===== src/rtl/ita_pkg.sv =====
// Shared types, constants and the digit-to-character map of the integer formatter.
`default_nettype none
package ita_pkg;

	localparam int BinW      = 64;
	localparam int DigitW    = 4;
	localparam int DecDigits = 20;
	localparam int HexDigits = 16;
	localparam int BcdW      = DecDigits * DigitW;
	localparam int CountW    = 5;
	localparam int WidthW    = 6;
	localparam int CharW     = 8;

	localparam logic [1:0] RadixDec   = 2'd0;
	localparam logic [1:0] RadixLower = 2'd1;

	localparam logic [CharW-1:0] CharMinus = 8'h2D;
	localparam logic [CharW-1:0] CharSpace = 8'h20;
	localparam logic [CharW-1:0] CharZero  = 8'h30;
	localparam logic [CharW-1:0] CharUpperA = 8'h41;
	localparam logic [CharW-1:0] CharLowerA = 8'h61;

	// per-number settings handed from the front end to the character sequencer
	typedef struct packed {
		logic              neg;
		logic              upper;
		logic              pad_zero;
		logic [WidthW-1:0] width;
	} ita_job_t;

	function automatic logic [CharW-1:0] ita_digit_char(input logic [DigitW-1:0] d,
		input logic upper);
		logic [CharW-1:0] dx;
		dx = {4'b0000, d};
		if (d < 4'd10) begin
			return CharZero + dx;
		end else if (upper) begin
			return CharUpperA + dx - 8'd10;
		end else begin
			return CharLowerA + dx - 8'd10;
		end
	endfunction

endpackage
`default_nettype wire


===== src/rtl/ita_dabble.sv =====
// Bit-serial binary to BCD converter (shift and add-3), one input bit per cycle.
`default_nettype none
module ita_dabble
	import ita_pkg::*;
(
	input  wire logic            clk,
	input  wire logic            arst_n,
	input  wire logic            start,
	input  wire logic [BinW-1:0] bin,
	output logic                 done,
	output logic [BcdW-1:0]      bcd
);

	localparam int CntW = $clog2(BinW + 1);

	logic [BinW-1:0] bin_q;
	logic [BcdW-1:0] bcd_q;
	logic [CntW-1:0] cnt_q;
	logic            run_q;
	logic            done_q;
	logic [BcdW-1:0] adj;

	// each BCD digit gets +3 when it is five or more, before the shift
	for (genvar g = 0; g < DecDigits; g++) begin : g_adj
		always_comb begin
			if (bcd_q[g*DigitW +: DigitW] >= 4'd5) begin
				adj[g*DigitW +: DigitW] = bcd_q[g*DigitW +: DigitW] + 4'd3;
			end else begin
				adj[g*DigitW +: DigitW] = bcd_q[g*DigitW +: DigitW];
			end
		end
	end

	always_ff @(posedge clk or negedge arst_n) begin
		if (!arst_n) begin
			run_q  <= 1'b0;
			done_q <= 1'b0;
			cnt_q  <= '0;
		end else begin
			done_q <= 1'b0;
			if (start) begin
				run_q <= 1'b1;
				cnt_q <= CntW'(BinW);
			end else if (run_q) begin
				cnt_q <= cnt_q - 1'b1;
				if (cnt_q == CntW'(1)) begin
					run_q  <= 1'b0;
					done_q <= 1'b1;
				end
			end
		end
	end

	always_ff @(posedge clk) begin
		if (start) begin
			bin_q <= bin;
			bcd_q <= '0;
		end else if (run_q) begin
			bin_q <= {bin_q[BinW-2:0], 1'b0};
			bcd_q <= {adj[BcdW-2:0], bin_q[BinW-1]};
		end
	end

	assign done = done_q;
	assign bcd  = bcd_q;

endmodule
`default_nettype wire


===== src/rtl/ita_emit.sv =====
// Character sequencer: leading-zero scan, then sign, pad and digits one per word.
`default_nettype none
module ita_emit
	import ita_pkg::*;
(
	input  wire logic              clk,
	input  wire logic              arst_n,
	input  wire logic              start,
	input  wire ita_job_t          job,
	input  wire logic [BcdW-1:0]   digits,
	input  wire logic [CountW-1:0] ndig,
	output logic                   busy,
	output logic                   m_tvalid,
	input  wire logic              m_tready,
	output logic [CharW-1:0]       m_tdata,
	output logic                   m_tlast
);

	typedef enum logic [2:0] {
		ST_IDLE,
		ST_SCAN,
		ST_SIGN,
		ST_PAD,
		ST_DIGIT
	} state_t;

	state_t             state_q;
	ita_job_t           job_q;
	logic [BcdW-1:0]    dig_q;
	logic [CountW-1:0]  ndig_q;
	logic [WidthW-1:0]  pad_q;
	logic               valid_q;
	logic [CharW-1:0]   char_q;
	logic               last_q;
	logic               adv;
	logic               out_state;
	logic [DigitW-1:0]  top_dig;
	logic [WidthW-1:0]  ndig_ext;
	logic [WidthW-1:0]  pad_calc;

	assign adv       = !valid_q || m_tready;
	assign out_state = (state_q == ST_SIGN) || (state_q == ST_PAD) || (state_q == ST_DIGIT);
	assign top_dig   = dig_q[BcdW-1 -: DigitW];
	assign ndig_ext  = {1'b0, ndig_q};
	assign pad_calc  = (job_q.width > ndig_ext) ? (job_q.width - ndig_ext) : '0;

	always_ff @(posedge clk or negedge arst_n) begin
		if (!arst_n) begin
			state_q <= ST_IDLE;
			valid_q <= 1'b0;
			job_q   <= '0;
			dig_q   <= '0;
			ndig_q  <= '0;
			pad_q   <= '0;
			char_q  <= '0;
			last_q  <= 1'b0;
		end else begin
			// a new word is loaded whenever the output register frees up in an output state
			if (adv) begin
				valid_q <= out_state;
			end
			unique case (state_q)
				ST_IDLE: begin
					if (start) begin
						job_q   <= job;
						dig_q   <= digits;
						ndig_q  <= ndig;
						state_q <= ST_SCAN;
					end
				end
				ST_SCAN: begin
					if (top_dig == '0 && ndig_q != CountW'(1)) begin
						dig_q  <= {dig_q[BcdW-DigitW-1:0], {DigitW{1'b0}}};
						ndig_q <= ndig_q - 1'b1;
					end else begin
						pad_q <= pad_calc;
						if (job_q.neg) begin
							state_q <= ST_SIGN;
						end else if (pad_calc != '0) begin
							state_q <= ST_PAD;
						end else begin
							state_q <= ST_DIGIT;
						end
					end
				end
				ST_SIGN: begin
					if (adv) begin
						char_q  <= CharMinus;
						last_q  <= 1'b0;
						state_q <= (pad_q != '0) ? ST_PAD : ST_DIGIT;
					end
				end
				ST_PAD: begin
					if (adv) begin
						char_q  <= job_q.pad_zero ? CharZero : CharSpace;
						last_q  <= 1'b0;
						pad_q   <= pad_q - 1'b1;
						if (pad_q == WidthW'(1)) begin
							state_q <= ST_DIGIT;
						end
					end
				end
				ST_DIGIT: begin
					if (adv) begin
						char_q  <= ita_digit_char(top_dig, job_q.upper);
						last_q  <= (ndig_q == CountW'(1));
						dig_q   <= {dig_q[BcdW-DigitW-1:0], {DigitW{1'b0}}};
						ndig_q  <= ndig_q - 1'b1;
						if (ndig_q == CountW'(1)) begin
							state_q <= ST_IDLE;
						end
					end
				end
				default: state_q <= ST_IDLE;
			endcase
		end
	end

	assign busy     = (state_q != ST_IDLE);
	assign m_tvalid = valid_q;
	assign m_tdata  = char_q;
	assign m_tlast  = last_q;

endmodule
`default_nettype wire


===== src/rtl/integer_to_ascii_formatter.sv =====
// Top level: formats a 64-bit magnitude as padded decimal or hex ASCII, one char per word.
//
//  channel  | dir | handshake                      | payload
//  s_axis   | in  | s_axis_tvalid / s_axis_tready  | s_axis_tdata (number and format)
//  m_axis   | out | m_axis_tvalid / m_axis_tready  | m_axis_tdata (char), m_axis_tlast
//
// Decimal: serial BCD conversion after the accepting edge, a hand-off through TS_LAUNCH,
// then a leading-zero scan over the 20 BCD digits before the first word.
// Hex skips conversion: hand-off, then a scan over the 16 hex digits before the first word.
// Then one character per cycle while m_axis does not stall. The next number is taken once
// the current one is launched, so its conversion overlaps the output of the current one.
// arst_n clears all control state; no clearing pass is needed.
// Stalls on m_axis hold the output register and the sequencer; input waits as needed.
`default_nettype none
module integer_to_ascii_formatter
	import ita_pkg::*;
#(
	parameter int MAX_WIDTH = 63
) (
	input  wire logic        clk,
	input  wire logic        arst_n,
	input  wire logic        s_axis_tvalid,
	output logic             s_axis_tready,
	// [63:0] magnitude, [64] negative, [66:65] radix_mode, [67] pad_zero,
	// [73:68] min_width, [79:74] zero
	input  wire logic [79:0] s_axis_tdata,
	output logic             m_axis_tvalid,
	input  wire logic        m_axis_tready,
	// [7:0] out_char
	output logic [7:0]       m_axis_tdata,
	output logic             m_axis_tlast
);

	localparam logic [WidthW-1:0] MaxW = WidthW'(MAX_WIDTH);

	typedef enum logic [1:0] {
		TS_IDLE,
		TS_CONV,
		TS_LAUNCH
	} tstate_t;

	tstate_t           tstate_q;
	logic [BinW-1:0]   mag_q;
	logic              hex_q;
	ita_job_t          job_q;
	logic              in_acc;
	logic              conv_start;
	logic              conv_done;
	logic [BcdW-1:0]   bcd;
	logic              emit_start;
	logic              emit_busy;
	logic [BcdW-1:0]   emit_digits;
	logic [CountW-1:0] emit_ndig;
	logic [WidthW-1:0] in_width;
	logic [1:0]        in_radix;

	assign in_acc     = s_axis_tvalid && s_axis_tready;
	assign in_radix   = s_axis_tdata[66:65];
	assign in_width   = s_axis_tdata[73:68];
	assign conv_start = in_acc && (in_radix == RadixDec);
	assign emit_start = (tstate_q == TS_LAUNCH) && !emit_busy;

	always_ff @(posedge clk or negedge arst_n) begin
		if (!arst_n) begin
			tstate_q <= TS_IDLE;
			mag_q    <= '0;
			hex_q    <= 1'b0;
			job_q    <= '0;
		end else begin
			unique case (tstate_q)
				TS_IDLE: begin
					if (in_acc) begin
						mag_q          <= s_axis_tdata[63:0];
						hex_q          <= (in_radix != RadixDec);
						job_q.neg      <= s_axis_tdata[64];
						job_q.upper    <= in_radix[1];
						job_q.pad_zero <= s_axis_tdata[67];
						job_q.width    <= (in_width > MaxW) ? MaxW : in_width;
						tstate_q       <= (in_radix == RadixDec) ? TS_CONV : TS_LAUNCH;
					end
				end
				TS_CONV: begin
					if (conv_done) begin
						tstate_q <= TS_LAUNCH;
					end
				end
				TS_LAUNCH: begin
					if (!emit_busy) begin
						tstate_q <= TS_IDLE;
					end
				end
				default: tstate_q <= TS_IDLE;
			endcase
		end
	end

	assign s_axis_tready = (tstate_q == TS_IDLE);
	assign emit_digits   = hex_q ? {mag_q, {(BcdW-BinW){1'b0}}} : bcd;
	assign emit_ndig     = hex_q ? CountW'(HexDigits) : CountW'(DecDigits);

	ita_dabble u_dabble (
		.clk    (clk),
		.arst_n (arst_n),
		.start  (conv_start),
		.bin    (s_axis_tdata[63:0]),
		.done   (conv_done),
		.bcd    (bcd)
	);

	ita_emit u_emit (
		.clk      (clk),
		.arst_n   (arst_n),
		.start    (emit_start),
		.job      (job_q),
		.digits   (emit_digits),
		.ndig     (emit_ndig),
		.busy     (emit_busy),
		.m_tvalid (m_axis_tvalid),
		.m_tready (m_axis_tready),
		.m_tdata  (m_axis_tdata),
		.m_tlast  (m_axis_tlast)
	);

`ifndef ASSERT_OFF
	a_done_in_conv: assert property (@(posedge clk) disable iff (!arst_n)
		conv_done |-> (tstate_q == TS_CONV))
		else $error("converter finished outside conversion wait");

	a_launch_idle: assert property (@(posedge clk) disable iff (!arst_n)
		emit_start |=> emit_busy)
		else $error("sequencer did not pick up a launched number");

	a_accept_blocks: assert property (@(posedge clk) disable iff (!arst_n)
		in_acc |=> !s_axis_tready)
		else $error("input taken again before number launched");

	a_char_set: assert property (@(posedge clk) disable iff (!arst_n)
		m_axis_tvalid |-> (m_axis_tdata == CharMinus || m_axis_tdata == CharSpace ||
			(m_axis_tdata >= CharZero && m_axis_tdata <= 8'h39) ||
			(m_axis_tdata >= CharUpperA && m_axis_tdata <= 8'h46) ||
			(m_axis_tdata >= CharLowerA && m_axis_tdata <= 8'h66)))
		else $error("unexpected output character");
`endif

endmodule
`default_nettype wire


===== config.mk =====
export PLATFORM = sky130hd
export DESIGN_NAME = integer_to_ascii_formatter
export DESIGN_NICKNAME = d
export VERILOG_FILES = /design/src/rtl/ita_pkg.sv /design/src/rtl/ita_dabble.sv /design/src/rtl/ita_emit.sv /design/src/rtl/integer_to_ascii_formatter.sv
export SDC_FILE = /design/constraint.sdc
export NUM_CORES = 1
export LEC_CHECK = 0
export CAP_MARGIN = 20
export CORE_MARGIN = 2
export CORE_UTILIZATION = 25
export CTS_CLUSTER_DIAMETER = 30
export DETAILED_ROUTE_END_ITERATION = 6
export DONT_BUFFER_PORTS = 1
export PLACE_DENSITY = 0.5
export SLEW_MARGIN = 20
export SYNTH_ARGS = -nofsm -noshare
export SYNTH_HDL_FRONTEND = slang
export SYNTH_SLANG_ARGS = --single-unit

===== constraint.sdc =====
create_clock -name clk -period 2.9 [get_ports clk]
set_clock_uncertainty 0.1 [all_clocks]
set_input_delay 0.29 -clock clk [delete_from_list [all_inputs] [get_ports clk]]
set_output_delay 0.29 -clock clk [all_outputs]
set_load 0.005 [all_outputs]

==> results of run 1 <==
==> cell usage after synthesis, drive strengths merged (25+ instances only) <==
cell	number	area share
nand2	352	0.079
dfrtp	197	0.29
o21ai	168	0.050
nor2	129	0.029
a21oi	124	0.037
mux2i	90	0.054
mux2	82	0.055
dfxtp	80	0.095
clkbuf	67	0.015
edfxtp	64	0.11
inv	56	0.013
ha	52	0.039
o211ai	41	0.018
buf	35	0.014
nand3	34	0.010
xnor2	29	0.015
nand2b	26	0.0097
nor3b	25	0.011
==> worst max-delay path, cell delays in order, from the launching register on <==
cell,delay [ns]
dfrtp_1,0.41
ha_1,0.20
inv_1,0.06
fa_1,0.40
a211oi_1,0.32
nor2_1,0.10
xnor2_1,0.29
a311oi_2,0.17
a221o_1,0.31
==> worst paths after layout <==
kind,start,endpoint,cells past startpoint
worst min-delay path,arst_n,u_emit.job_q[2],0
worst min register to register,u_emit.dig_q[49],u_emit.dig_q[49],2
max in group asynchronous,arst_n,hex_q,0
min in group clk,s_axis_tvalid,u_dabble.bcd[1],3
worst max-delay path,u_emit.ndig_q[0],u_emit.state_q[0],8
worst max register to register,u_emit.ndig_q[0],u_emit.state_q[0],8
==> routing by layer <==
layer / track usage / part of all wire / up-vias
met5: 0 / 0 / -
met4: 0.0453 / 0.026 / 0
met3: 0.0309 / 0.044 / 78
met2: 0.191 / 0.46 / 229
met1: 0.151 / 0.47 / 6123
li1: - / - / 6292
==> where the power goes <==
group          leakage, nW  internal (W)  switching, W
clock network         1.51       0.00698       0.00306
logic                 4.23       0.00464       0.00577
registers             3.76       0.00753       0.00183
total                 9.51        0.0191        0.0107
==> layout make-up <==
cell class / instances / area [um2]
fill: 6854 / 45200
clock buffer: 105 / 2340
tap: 873 / 1090
timing repair buffer: 96 / 1060
clock inverter: 57 / 771
multi-input combinational: 1261 / 7680
sequential: 341 / 8460
inverter: 57 / 214
==> layout by cell type, fill, tap and decap left out, drive strengths merged, types with 3 or more instances in the layout <==
cell type | netlist | routed
nand2 | 352 | 352
dfrtp | 197 | 197
o21ai | 168 | 168
nor2 | 129 | 129
a21oi | 124 | 124
clkbuf | 67 | 105
mux2i | 90 | 90
mux2 | 82 | 82
dfxtp | 80 | 80
dlygate4sd3 | 0 | 76
edfxtp | 64 | 64
inv | 56 | 59
ha | 52 | 52
o211ai | 41 | 41
clkinv | 1 | 36
nand3 | 34 | 34
xnor2 | 29 | 29
nand2b | 26 | 26
nor3b | 25 | 25
buf | 35 | 20
nor3 | 17 | 17
a211oi | 17 | 17
bufinv | 0 | 14
a21o | 8 | 8
nor2b | 7 | 7
o22ai | 6 | 6
o31ai | 5 | 5
clkinvlp | 0 | 5
and3 | 5 | 5
a31oi | 4 | 4
o21a | 4 | 4
a311oi | 3 | 3
==> registers in the layout, indices dropped and copies added (netlist names), 5 cells and up <==
register,flops
u_dabble.bcd,80
u_emit.dig_q,80
mag_q,64
u_dabble.bin_q,64
job_q,9
u_emit.job_q,9
u_dabble.cnt_q,7
u_emit.m_tdata,7
u_emit.pad_q,6
u_emit.ndig_q,5
==> kinds of logic after synthesis <==
group / share of synthesized area
buffers and inverters: 0.0420
and+or+nand+nor: 0.156
other: 0.000223
xor gates and xnor gates: 0.0162
muxes: 0.109
adders and majority gates: 0.0399
DFF: 0.503
AOI/OAI and AO/OA: 0.134
==> through the flow <==
stage | worst slack (ns) | utilization | instances | power, W
floorplan | 0.326 | - | 1761 | 0.0172
global placement | 0.421 | 0.266 | 2552 | 0.0194
detailed placement | 0.445 | 0.266 | 2552 | 0.0198
CTS | 0.424 | 0.324 | 2790 | 0.0302
global route | 0.275 | 0.324 | 2790 | 0.0322
finish | 0.409 | 0.324 | 2790 | 0.0298
==> qor.yml, run 1 <==
status: "complete, but fails checks"
violations: "negative hold slack"
gp_congestion: 0.833
area_growth_pct: 28.6
synthesis.area_um2: 16800
leakage_nw: 9.51
peakVddDrop_mv: 0.572
dp_hpwl_um: 25600
synth-edff-count: 64
worst_ep_required_time_ns: 3.31
core-area_um2: 66800
gr-total-overflow: 0
fp-row-count: 95
dpl_cell_area_um2: 17700
critPathMaxFanout: 4
hold_viol_final: 197
tightest_slew_ns: 0.672
cts.repair.resized: 0
yosysWarnings: 0
clk_latency_ns: 0.62
postSynthCellCount: 1761
firstDrtPassIters: 5
clk_path_buf_depth: 3
cts.clk_slew.worst_paths_ns: 0.04
dieWidth_um: 263
die-area_um2: 69300
synth_flop_cell: "dfrtp_1"
hold_buffers: 76
rrSetupSlack_ns: 0.41
start_kind: "flop"
grt_pass1_wl_um: 67700
critPathKind: "reg2reg"
yosysSeqAreaShare: 0.503
powerDensity_nw_per_um2: 1380
drcViolationCount: 0
hold_class: "in2async"
chipHeight_um: 263
tns_ns: 0
period_needed_ns: 2.49
slew_headroom: 0.552
antenna_found_initial: 0
diodes: 0
htreeDepth: 3
avgSynthCellArea_um2: 9.54
cp.arrival_ns: 2.90
via_per_inst: 4.56
grt_pass1_vias: 13100
num_io_pins: 95
placement.io_buffers: 0
max_clock_freq_ghz: 0.401
crit_path_end_kind: "flop"
cts_root_buf: "clkbuf_16"
drive_above_1_share: 0.137
grt_use_total: 0.118
grt_setup_unrepaired: "false"
start_util: 0.252
cap_violations: 0
cts_setup_buffers: 0
grt_max_degree: 198
hold_slack_ns: -0.726
maxSlewViolCount: 0
mappedNetlistNets: 1898
ys_seq_elements: 341
ys_types: 66
drt_wl_total_um: 40300
cts_tree: "yes"
stdcell_area_um2: 21600
fin_crit_sh: 0.859
nets: 1980
detail-route-antenna-nets: 0
dr_total_vias: 12700
dr.first_iter.drc_count: 680
ys_async_sr_fraction: 0.578
clock-sinks: 341
setup_viol: 0
numCtsBuffers: 86
post_drt_wl_per_cell_um: 14.4
Note: power is estimated with default switching activity, not from simulation.
==> run 2: changes to the inputs <==
--- a/config.mk
+++ b/config.mk
@@ -11,7 +11,7 @@
 export CTS_CLUSTER_DIAMETER = 30
 export DETAILED_ROUTE_END_ITERATION = 6
 export DONT_BUFFER_PORTS = 1
-export PLACE_DENSITY = 0.5
+export PLACE_DENSITY = 0.48
 export SLEW_MARGIN = 20
 export SYNTH_ARGS = -nofsm -noshare
 export SYNTH_HDL_FRONTEND = slang
==> constraint.sdc (replaced) <==
create_clock -name clk -period 2.35 [get_ports clk]
set_clock_uncertainty 0.1 [all_clocks]
set_input_delay 0.235 -clock clk [delete_from_list [all_inputs] [get_ports clk]]
set_output_delay 0.235 -clock clk [all_outputs]
set_load 0.005 [all_outputs]
==> run 2 against run 1 <==
The flow still finishes with violations (negative hold slack). Sequential power grew 22%. Total power grew 28%. Clock-buffer cell count grew 17. Worst setup slack lost 0.39 ns. First-iteration DRC count grew 9.6%. Global-route usage grew 0.31 points. Worst hold slack lost 0.063 ns. Via count grew 1.4%. Sequential share of layout area shrank 0.84 points. Critical path depth grew 1. Critical endpoint unchanged. Combinational power grew 33%.
==> qor.yml, run 2 (same netlist as run 1, synthesis figures left out) <==
status: "complete, but fails checks"  # unchanged
violations: "negative hold slack"  # unchanged
nFillCells: 6780  # was 6854
dp_hpwl_um: 26600  # was 25600 um
dpl_cell_area_um2: 18000  # was 17700 um2
drive_above_1_share: 0.159  # was 0.137
clk_path_buf_depth: 3  # unchanged
hold_viol_final: 197  # unchanged
seq_area_um2: 8460  # unchanged
cp_cell_sequence: "inv_1, ha_2, inv_2, fa_2, a211oi_4, nor2_2, xnor2_2, a311oi_2, a221o_1"  # was ha_1, inv_1, fa_1, a211oi_1, nor2_1, xnor2_1, a311oi_2, a221o_1
r2r_start: "u_emit.job_q[0]"  # was u_emit.ndig_q[0]
worst_ep_required_time_ns: 2.75  # was 3.31 ns
grt_use_total: 0.122  # was 0.118
grt_setup_unrepaired: "true"  # was false
critPathMaxFanout: 3  # was 4
core-area_um2: 66800  # unchanged
area_growth_pct: 31.4  # was 28.6%
cp_num_buf_inv: 2  # was 1
powerDensity_nw_per_um2: 1720  # was 1380 nW/um2
stdcell_area_um2: 22100  # was 21600 um2
numCtsBuffers: 91  # was 86
antenna_found_initial: 0  # unchanged
gr-total-overflow: 0  # unchanged
start_kind: "flop"  # unchanged
hold_buffers: 76  # unchanged
dr.first_iter.drc_count: 745  # was 680
cp.arrival_ns: 2.73  # was 2.90 ns
maxSlewViolCount: 0  # unchanged
nets: 2008  # was 1980
cts_tree: "yes"  # unchanged
crit_start: "u_emit.job_q[0]"  # was u_emit.ndig_q[0]
dr_total_vias: 12900  # was 12700
die-area_um2: 69300  # unchanged
clock-sinks: 341  # unchanged
hold_slack_ns: -0.789  # was -0.726 ns
start_util: 0.252  # unchanged
maxUsedRoutingLayer: "met4"  # unchanged
layout_common_cells: "nand2_1 (349), dfrtp_1 (195), o21ai_0 (160)"  # unchanged
tightest_slew_ns: 0.591  # was 0.672 ns
dieWidth_um: 263  # unchanged
grt_pass1_wl_um: 69300  # was 67700 um
leakage_nw: 9.72  # was 9.51 nW
dpl.cell_count: 2575  # was 2552
cpLargestDelayFamily: "compound AO/OA/AOI/OAI gates"  # unchanged
chipHeight_um: 263  # unchanged
wl_met2_um: 19400  # was 18600 um
fin_crit_sh: 0.992  # was 0.859
multi_input_area_um2: 7760  # was 7680 um2
r2r.worst_path.cells: 9  # was 8
cts_root_buf: "clkbuf_16"  # unchanged
placement.io_buffers: 0  # unchanged
grt_pass1_vias: 13300  # was 13100
max_clock_freq_ghz: 0.429  # was 0.401 GHz
cts_setup_buffers: 0  # unchanged
worstSetupEndpoint: "u_emit.state_q[0]"  # unchanged
tns_ns: 0  # unchanged
wl_met3_um: 1840  # was 1780 um
rrSetupSlack_ns: 0.02  # was 0.41 ns
htreeDepth: 3  # unchanged
period_needed_ns: 2.33  # was 2.49 ns
path_depth: 9  # was 8
wl_met1_um: 19600  # was 18900 um
diodes: 0  # unchanged
via_per_inst: 4.57  # was 4.56
setup_viol: 0  # unchanged
gp_congestion: 0.816  # was 0.833
slowest_delay_ns: 0.38  # was 0.41 ns
drt_wl_total_um: 41700  # was 40300 um
grt_max_degree: 198  # unchanged
clk_latency_ns: 0.63  # was 0.62 ns
cts.clk_slew.worst_paths_ns: 0.05  # was 0.04 ns
fp-row-count: 95  # unchanged
slew_headroom: 0.606  # was 0.552
cap_violations: 0  # unchanged
peakVddDrop_mv: 0.688  # was 0.572 mV
post_drt_wl_per_cell_um: 14.8  # was 14.4 um
layout_commonest_cell: "nand2_1"  # unchanged
critPathKind: "reg2reg"  # unchanged
hold_class: "in2async"  # unchanged
r2r_end: "u_emit.state_q[0]"  # unchanged
detail-route-antenna-nets: 0  # unchanged
cp_slowest_cell: "fa_2"  # was dfrtp_1
num_io_pins: 95  # unchanged
drcViolationCount: 0  # unchanged
crit_path_end_kind: "flop"  # unchanged
finalNonFillerCells: 2823  # was 2790
firstDrtPassIters: 4  # was 5
## run 2: cell count changes in the layout (fill, tap and decap cells not counted), moves of 3 or more
| cell | change |
|---|---|
| clkinv_1 | -6 |
| clkbuf_1 | +8 |
| buf_4 | +18 |
| ha_2 | +3 |
| ha_1 | -3 |
| buf_12 | +4 |
| clkbuf_16 | +3 |
| clkbuf_8 | +6 |
## run 2: worst reg2reg max path: cells and delay by family, from the launching register on
kind / cells / cell delay [ns]
AOI/OAI and AO/OA: 3 / 0.76
xor gates and xnor gates: 1 / 0.25
adders and majority gates: 2 / 0.55
buffers and inverters: 2 / 0.09
DFF: 1 / 0.36
and+or+nand+nor: 1 / 0.08
## run 2: report_power, final
part | internal [W] | switching (W) | total (W) | leakage [nW]
combinational | 0.00617 | 0.00761 | 0.0138 | 4.38
clock | 0.00897 | 0.00391 | 0.0129 | 1.58
sequential | 0.00929 | 0.00206 | 0.0114 | 3.76
## run 2: worst min path at each step
stage | start | endpoint | slack, ns | cells past startpoint
detailed placement | arst_n | u_emit.m_tdata[3] | -0.15 | 0
floorplan | arst_n | hex_q | -0.16 | 0
CTS | arst_n | u_emit.m_tdata[1] | -0.83 | 0
global route | arst_n | u_emit.state_q[0] | -0.83 | 0
global placement | arst_n | u_emit.m_tdata[3] | -0.15 | 0
finish | arst_n | u_emit.state_q[0] | -0.79 | 0
## run 2: timing repair
action | CTS | global route
pin swaps | 0 | 5
hold endpoints to repair | 341 | 197
setup endpoints to repair | 3 | 36
gates resized for setup | 5 | 14
## run 2: layout make-up
cell class,count,area share
clock buffer,122,0.114
clock inverter,50,0.0338
inverter,57,0.00969
multi-input combinational,1261,0.351
sequential,341,0.383
tap,873,0.0495
timing repair buffer,119,0.0583
## run 2: per-stage QoR
step	utilization	hold WS (ns)	power [W]	setup slack (ns)
after floorplan	-	-0.161	0.0213	0.0850
after global placement	0.269	-0.151	0.0244	-0.0324
after detailed placement	0.269	-0.149	0.0249	-0.0896
after CTS	0.330	-0.831	0.0383	0.0163
after global routing	0.331	-0.827	0.0410	-0.0945
final	0.331	-0.789	0.0380	0.0194
## run 2: routing by layer
metal | GRT usage | vias to the layer above
met4 | 0.0417 | 0
li1 | - | 6359
met5 | 0 | -
met1 | 0.156 | 6234
met3 | 0.0311 | 71
met2 | 0.198 | 234
